--- src/rtl/core/lsbe_pkg.sv ---
`default_nettype none
package lsbe_pkg;

	// Default sizing, handed down from the top level
	localparam int MAX_LEDS_DEF    = 256;
	localparam int RESET_SLOTS_DEF = 50;

	// Frame layout: three colours per LED, eight bits per colour
	localparam int COLOURS_PER_LED = 3;
	localparam int TOP_BIT         = 7;
	localparam int BITS_PER_LED    = COLOURS_PER_LED * (TOP_BIT + 1);
	localparam int BIT_W           = $clog2(BITS_PER_LED);

	// Command queue between front and back
	localparam int QUEUE_DEPTH = 2;
	localparam int QPTR_W      = $clog2(QUEUE_DEPTH);

	// Configuration register indexes
	localparam logic [1:0] REG_STRIP_LEN = 2'd0;
	localparam logic [1:0] REG_ONE_DUTY  = 2'd1;
	localparam logic [1:0] REG_ZERO_DUTY = 2'd2;

	// Input operation codes
	typedef enum logic [1:0] {
		OP_WRITE = 2'd0,
		OP_START = 2'd1,
		OP_TICK  = 2'd2
	} op_t;

	// Classified command kinds
	typedef enum logic [1:0] {
		CMD_WRITE,
		CMD_START,
		CMD_TICK,
		CMD_NOP
	} cmd_kind_t;

	typedef struct packed {
		cmd_kind_t   kind;
		logic [7:0]  index;
		logic [23:0] colour;  // green 23:16, red 15:8, blue 7:0
	} cmd_t;

	typedef struct packed {
		logic [8:0]  strip_len;
		logic [15:0] one_duty;
		logic [15:0] zero_duty;
	} cfg_t;

	typedef struct packed {
		logic clearing;
	} back_status_t;

	typedef struct packed {
		logic        busy_now;
		logic        accepted;
		logic        last_slot;
		logic [15:0] duty;
		logic        slot_valid;
	} res_t;

	typedef enum logic [1:0] {
		BS_CLEAR,
		BS_IDLE,
		BS_READ
	} back_state_t;

endpackage
`default_nettype wire

--- src/rtl/core/lsbe_queue.sv ---
`default_nettype none
module lsbe_queue (
	input  wire logic           clk,
	input  wire logic           arst_n,
	input  wire logic           push,
	input  wire lsbe_pkg::cmd_t wr_cmd,
	output logic                full,
	input  wire logic           pop,
	output logic                rd_valid,
	output lsbe_pkg::cmd_t      rd_cmd
);

	lsbe_pkg::cmd_t entry_q [lsbe_pkg::QUEUE_DEPTH];
	logic [lsbe_pkg::QPTR_W-1:0] wr_ptr_q, rd_ptr_q;
	logic [lsbe_pkg::QPTR_W:0]   count_q;

	assign full     = (count_q == (lsbe_pkg::QPTR_W+1)'(lsbe_pkg::QUEUE_DEPTH));
	assign rd_valid = (count_q != '0);
	assign rd_cmd   = entry_q[rd_ptr_q];

	// Pointers and fill count
	always_ff @(posedge clk or negedge arst_n) begin
		if (!arst_n) begin
			wr_ptr_q <= '0;
			rd_ptr_q <= '0;
			count_q  <= '0;
		end else begin
			if (push) wr_ptr_q <= wr_ptr_q + 1'b1;
			if (pop)  rd_ptr_q <= rd_ptr_q + 1'b1;
			case ({push, pop})
				2'b10:   count_q <= count_q + 1'b1;
				2'b01:   count_q <= count_q - 1'b1;
				default: count_q <= count_q;
			endcase
		end
	end

	// Entry storage
	always_ff @(posedge clk) begin
		if (push) entry_q[wr_ptr_q] <= wr_cmd;
	end

endmodule
`default_nettype wire

--- config.mk ---
export PLATFORM = sky130hd
export DESIGN_NAME = lsbe_queue
export DESIGN_NICKNAME = d
export VERILOG_FILES = /design/src/rtl/core/lsbe_pkg.sv /design/src/rtl/core/lsbe_queue.sv
export SDC_FILE = /design/constraint.sdc
export NUM_CORES = 1
export LEC_CHECK = 0
export BUFFER_PORTS_ARGS = -buffer_cell sky130_fd_sc_hd__clkbuf_2
export CAP_MARGIN = 30
export CORE_ASPECT_RATIO = 1.75
export CORE_MARGIN = 2
export CORE_UTILIZATION = 50
export CTS_BUF_LIST = sky130_fd_sc_hd__clkbuf_16
export CTS_CLUSTER_DIAMETER = 200
export DETAILED_ROUTE_END_ITERATION = 10
export GPL_TIMING_DRIVEN = 0
export PLACE_DENSITY = 0.83
export SLEW_MARGIN = 20
export SYNTH_ARGS = -nofsm -noshare
export SYNTH_HDL_FRONTEND = slang
export SYNTH_SLANG_ARGS = --single-unit
--- constraint.sdc ---
create_clock -name clk -period 3.15 [get_ports clk]
set_input_delay 0.1575 -clock clk [delete_from_list [all_inputs] [get_ports clk]]
set_output_delay 0.1575 -clock clk [all_outputs]
set_load 0.02 [all_outputs]
==> impl_metrics.py, run 1 <==
metrics = {
    "hold_path": {
        "min_path_cells": 1,
        "hold-path-endpoint": "entry_q[1][33]",
        "min_path_type": "input port to register",
        "holdCritStartpoint": "wr_cmd[33]",
    },
    "placed_design": {
        "hpwl_um": 2890,
        "post_dp_cell_area_um2": 3320,
        "gp_congestion": 0.662,
        "portBuffers": 73,
        "place_inst": 273,
    },
    "grt": {
        "grt_pass1_wl_um": 6330,
        "grt_pass1_vias": 1378,
        "antenna_found_initial": 0,
        "grt-ovfl-total": 0,
        "grt.total_usage_pct": 14.9,
        "grt_max_degree": 20,
    },
    "setup_path": {
        "rr_endpoint": "entry_q[0][1]",
        "rrSetupSlack_ns": 1.68,
        "crit_arrival_ns": 1.46,
        "critPathLaunchType": "register",
        "critPathMaxStageDelay_ns": 0.37,
        "path_cells": "buf_6, buf_12, mux2_4, clkbuf_2",
        "worst-setup-path-type": "register to output pin",
        "crit_required_ns": 2.99,
        "reg2reg_depth": 2,
        "timing.rr.start": "wr_ptr_q",
        "cp_slowest_cell": "dfrtp_1",
        "end_kind": "output pin",
        "path_max_fanout": 10,
    },
    "clock_network": {
        "cts_max_level": 3,
        "cts_max_path_buffers": 2,
        "clk-insertion-delay-late_ns": 0.32,
        "cts_root_buffer": "clkbuf_16",
        "cts_hold_buffers": 1,
        "cts.clk_slew.worst_paths_ns": 0.05,
        "cts.sinks": 72,
        "cts_tree": "done",
        "numCtsBuffers": 9,
        "post_cts_resized": 0,
        "cts_setup_buffers": 0,
    },
    "synth": {
        "synth_cell_type_count": 14,
        "yosysSeqAreaShare_pct": 76.7,
        "synth_common_cells": "edfxtp_1, mux2_4, mux2_2",
        "synth_area_leader_cell": "edfxtp_1",
        "syn-cell-area_um2": 2790,
        "yosysWarnings": 0,
        "ys_top_cells_by_area": "edfxtp_1, mux2_4, dfrtp_1",
        "synthArstFlopShare_pct": 5.56,
        "synth_edf_count": 68,
        "syn_area_per_cell_um2": 22.9,
        "synth_top_flop_cell": "edfxtp_1",
        "synth_top_cell_area_share_pct": 73.2,
        "synth_fp_nets": 161,
        "synth.most_common_cell": "edfxtp_1",
        "synth_seq_cells": 72,
        "netlist_instances": 122,
    },
    "pwr": {
        "switching_power_mw": 1.02,
        "peakVddDrop_uv": 570,
        "seq_power_share_pct": 39.4,
        "p_sw_share_pct": 30.0,
        "combinationalPowerShare_pct": 36.0,
        "p_clk_share_pct": 24.6,
        "p_leak_nw": 1.48,
        "p_int_mw": 2.38,
        "power_density_nw_per_um2": 951,
    },
    "final_layout": {
        "final-seq-area_um2": 2140,
        "fin_nets": 248,
        "multi_input_area_um2": 583,
        "fin_cells": 290,
        "drive_above_1_share_pct": 59.3,
        "final_area_um2": 3580,
        "fillers": 415,
        "diodes": 0,
        "final_util_pct": 65.1,
        "syn2layout_area_growth_pct": 28.2,
    },
    "floorplanning": {
        "rows": 36,
        "die-height_um": 103,
        "core_um2": 5500,
        "die_w_um": 60.5,
        "pin_count": 74,
        "die_area_um2": 6220,
        "start_util_pct": 50.8,
    },
    "drt": {
        "drtIter0Drc": 26,
        "drc_errors": 0,
        "detail-route-antenna-nets": 0,
        "vias": 1373,
        "routedWlPerCell_um": 14.4,
        "dr.pass1.iters": 3,
        "routed_wl_um": 4160,
        "vias_per_cell": 4.73,
    },
    "timing": {
        "relSlewSlack_pct": 59.9,
        "setup_tns_ns": 0,
        "setup_viol": 0,
        "final_max_slew_viol_count": 0,
        "fin_crit_sh_pct": 51.2,
        "min_period_ns": 1.61,
        "fmax_ghz": 0.620,
        "skew_ns": 0.00201,
        "worst_pin_slew_ns": 0.600,
        "hold_viol_final": 0,
        "rsz0062_at_grt": "no",
    },
    "status": {
        "status": "finished clean",
    },
    "flow_run": {
        "drv_cap": 0,
    },
}
## sequential cells by signal, summed over array words and instances (netlist names)
name,cells
entry_q,68
wr_ptr_q,1
rd_ptr_q,1
count_q,2
## cell usage in the layout (no fill, tap or decap), types with 2 or more instances in the layout
master,instances
buf_12,3
clkinv_1,5
mux2_2,5
edfxtp_1,68
clkbuf_2,73
xor2_1,3
xnor2_1,2
buf_16,2
clkinv_2,2
clkbuf_16,9
mux2_4,29
dfrtp_1,4
## power groups by stage
stage	clock [mW]	combinational (mW)	sequential (mW)
global placement	0	1.18	1.35
finish	0.839	1.22	1.34
floorplan	0	0.905	1.34
global route	0.912	1.31	1.36
detailed placement	0	1.24	1.36
CTS	0.864	1.25	1.34
## routing by layer
| metal | wire [um] | part of all wire, % | vias to the layer above | GRT usage, % |
|---|---|---|---|---|
| li1 | - | - | 652 | - |
| met1 | 1580 | 38 | 671 | 16.0 |
| met2 | 2240 | 54 | 42 | 23.2 |
| met3 | 210 | 5.0 | 8 | 6.65 |
| met4 | 126 | 3.0 | 0 | 9.70 |
| met5 | 0 | 0 | - | 0 |
## through the flow
stage,hold WS (ns),total power [mW],setup WS (ns)
5_1_grt,0.00898,3.58,1.49
4_1_cts,0.00544,3.45,1.51
3_3_place_gp,-0.0319,2.54,0.147
2_1_floorplan,-0.138,2.25,0.883
6_report,0.0223,3.40,1.54
3_5_place_dp,-0.0293,2.60,1.67
## worst max-delay path, delay by kind of cell (launching register included)
kind,cells,cell delay [ns]
buf+inv,3,0.46
flops,1,0.37
mux,1,0.29
## logic make-up after synthesis
| family | share of synthesized area [%] |
|---|---|
| fa+ha+maj | 0.448 |
| buf+inv | 2.69 |
| mux | 17.6 |
| flops | 76.7 |
| xor+xnor | 1.57 |
| simple gates | 0.942 |
## layout make-up
class | instances | share of cell area, %
Clock inverter | 7 | 0.804
Multi-Input combinational cell | 45 | 16.3
Clock buffer | 9 | 6.29
Inverter | 1 | 0.105
Sequential cell | 72 | 59.8
Tap cell | 76 | 2.66
Buffer | 4 | 1.99
Timing Repair Buffer | 76 | 12.0
## worst max-delay path by stage
| stage | from | end |
|---|---|---|
| floorplan | wr_ptr_q | entry_q[0][0] |
| detailed placement | wr_ptr_q | entry_q[0][0] |
| finish | rd_ptr_q | rd_cmd[15] |
| global route | rd_ptr_q | rd_cmd[8] |
| CTS | rd_ptr_q | rd_cmd[15] |
| global placement | wr_ptr_q | entry_q[0][30] |
Note: power is estimated with default switching activity, not from simulation.
==> run 2: changes to the inputs <==
==> constraint.sdc (replaced) <==
create_clock -name clk -period 1.62 [get_ports clk]
set_input_delay 0.081 -clock clk [delete_from_list [all_inputs] [get_ports clk]]
set_output_delay 0.081 -clock clk [all_outputs]
set_load 0.02 [all_outputs]
==> impl_metrics.py, run 2 (same netlist as run 1, synthesis figures left out) <==
metrics = {
    "setup_path": {
        "reg2reg_depth": 2,
        "end_kind": "output pin",
        "path_max_fanout": 10,
        "path_cells": "buf_6, buf_12, mux2_4, clkbuf_2",
        "timing.rr.start": "wr_ptr_q",
        "critPathMaxStageDelay_ns": 0.37,
        "critPathLaunchType": "register",
        "rr_endpoint": "entry_q[1][31]",
        "path_buf_inv": 3,
        "cp.depth": 4,
        "crit_required_ns": 1.54,
        "crit_family": "buffers and inverters",
        "critical_path.startpoint": "rd_ptr_q",
        "worst-setup-path-type": "register to output pin",
        "crit_end": "rd_cmd[2]",
        "cp_slowest_cell": "dfrtp_1",
        "rrSetupSlack_ns": 0.20,
        "crit_arrival_ns": 1.46,
    },
    "drt": {
        "drtIter0Drc": 42,
        "detail-route-antenna-nets": 0,
        "drc_errors": 0,
        "routed_wl_um": 4910,
        "vias": 1503,
        "vias_per_cell": 4.61,
        "dr.pass1.iters": 4,
        "routedWlPerCell_um": 15.0,
    },
    "timing": {
        "setup_viol": 0,
        "fin_crit_sh_pct": 94.9,
        "hold_slack_ns": 0.0980,
        "rsz0062_at_grt": "no",
        "final_max_slew_viol_count": 0,
        "setup_tns_ns": 0,
        "relSlewSlack_pct": 69.5,
        "min_period_ns": 1.54,
        "fmax_ghz": 0.650,
        "worst_pin_slew_ns": 0.458,
        "hold_viol_final": 0,
        "skew_ns": 0.00935,
    },
    "pwr": {
        "power_density_nw_per_um2": 1780,
        "peakVddDrop_uv": 1030,
        "p_leak_nw": 1.65,
        "p_total_mw": 7.10,
    },
    "grt": {
        "grt_max_degree": 35,
        "grt.total_usage_pct": 17.3,
        "grt_pass1_vias": 1611,
        "antenna_found_initial": 0,
        "grt-ovfl-total": 0,
        "grt_pass1_wl_um": 7300,
    },
    "hold_path": {
        "min_path_type": "input port to asynchronous set/reset pin",
    },
    "final_layout": {
        "regMostFlops": "entry_q",
        "fin_nets": 284,
        "final_common_cell": "clkbuf_2",
        "largest_register_ffs": 68,
        "final_cell_mix": "clkbuf_2, edfxtp_1, dlygate4sd3_1",
        "drive_above_1_share_pct": 52.0,
        "final_area_um2": 4000,
        "syn2layout_area_growth_pct": 43.3,
        "reg.largest.list": "entry_q: 68 flops, count_q: 2 flops",
        "final_util_pct": 72.8,
        "diodes": 0,
    },
    "clock_network": {
        "cts_setup_buffers": 0,
        "cts_root_buffer": "clkbuf_16",
        "cts.clk_slew.worst_paths_ns": 0.06,
        "clk-insertion-delay-late_ns": 0.33,
        "cts_max_level": 3,
        "cts.sinks": 72,
        "numCtsBuffers": 9,
        "cts_tree": "done",
        "post_cts_resized": 0,
        "cts_max_path_buffers": 2,
    },
    "floorplanning": {
        "die_w_um": 60.5,
        "rows": 36,
        "die-height_um": 103,
        "pin_count": 74,
        "die_area_um2": 6220,
        "core_um2": 5500,
        "start_util_pct": 50.8,
    },
    "placed_design": {
        "hpwl_um": 3040,
        "portBuffers": 73,
        "post_dp_cell_area_um2": 3290,
        "gp_congestion": 0.670,
    },
    "flow_run": {
        "drv_cap": 0,
    },
    "status": {
        "status": "finished clean",
    },
}
-- run 2: cell count changes in the layout (fill, tap and decap cells not counted), sizes merged --
cell,change
bufinv,+2
clkinv,-5
clkinvlp,+2
dlygate4sd3,+36
inv,+1
-- run 2: worst min path at each step --
stage,start,endpoint,slack [ns],depth (start not counted)
global placement,arst_n,count_q[1],-0.11,1
global route,arst_n,count_q[0],0.1,2
finish,arst_n,count_q[1],0.1,2
floorplan,arst_n,count_q[0],-0.21,0
detailed placement,arst_n,rd_ptr_q,-0.10,1
CTS,arst_n,count_q[0],0.09,2
-- run 2: layout make-up --
type / count / area, um^2
sequential: 72 / 2140
multi-input combinational: 45 / 583
timing repair buffer: 112 / 791
tap: 76 / 95.1
clock inverter: 7 / 87.6
buffer: 4 / 71.3
fill: 369 / 1500
clock buffer: 9 / 225
inverter: 1 / 3.75
-- run 2: timing repair --
action,in CTS,in global routing
endpoints found under the hold margin,74,0
setup endpoints to repair,34,0
hold buffers,37,0
-- run 2: per-layer routing --
layer / track usage (%) / share of wire [%] / vias up
met5: 0 / 0 / -
met4: 9.03 / 2.6 / 0
met3: 5.77 / 4.0 / 11
met2: 31.3 / 57 / 46
met1: 16.7 / 36 / 725
li1: - / - / 721
-- run 2: power breakdown --
part	internal [mW]	switching, mW	total, mW
logic	1.21	1.27	2.47
registers	2.48	0.132	2.61
clock network	1.33	0.682	2.01
-- run 2: metrics by stage --
stage          worst slack [ns]  cells
2_1_floorplan           -0.0400    122
3_3_place_gp             -0.423    271
3_5_place_dp           0.000423    272
4_1_cts                  0.0152    325
5_1_grt                  0.0435    326
6_report                 0.0826    326
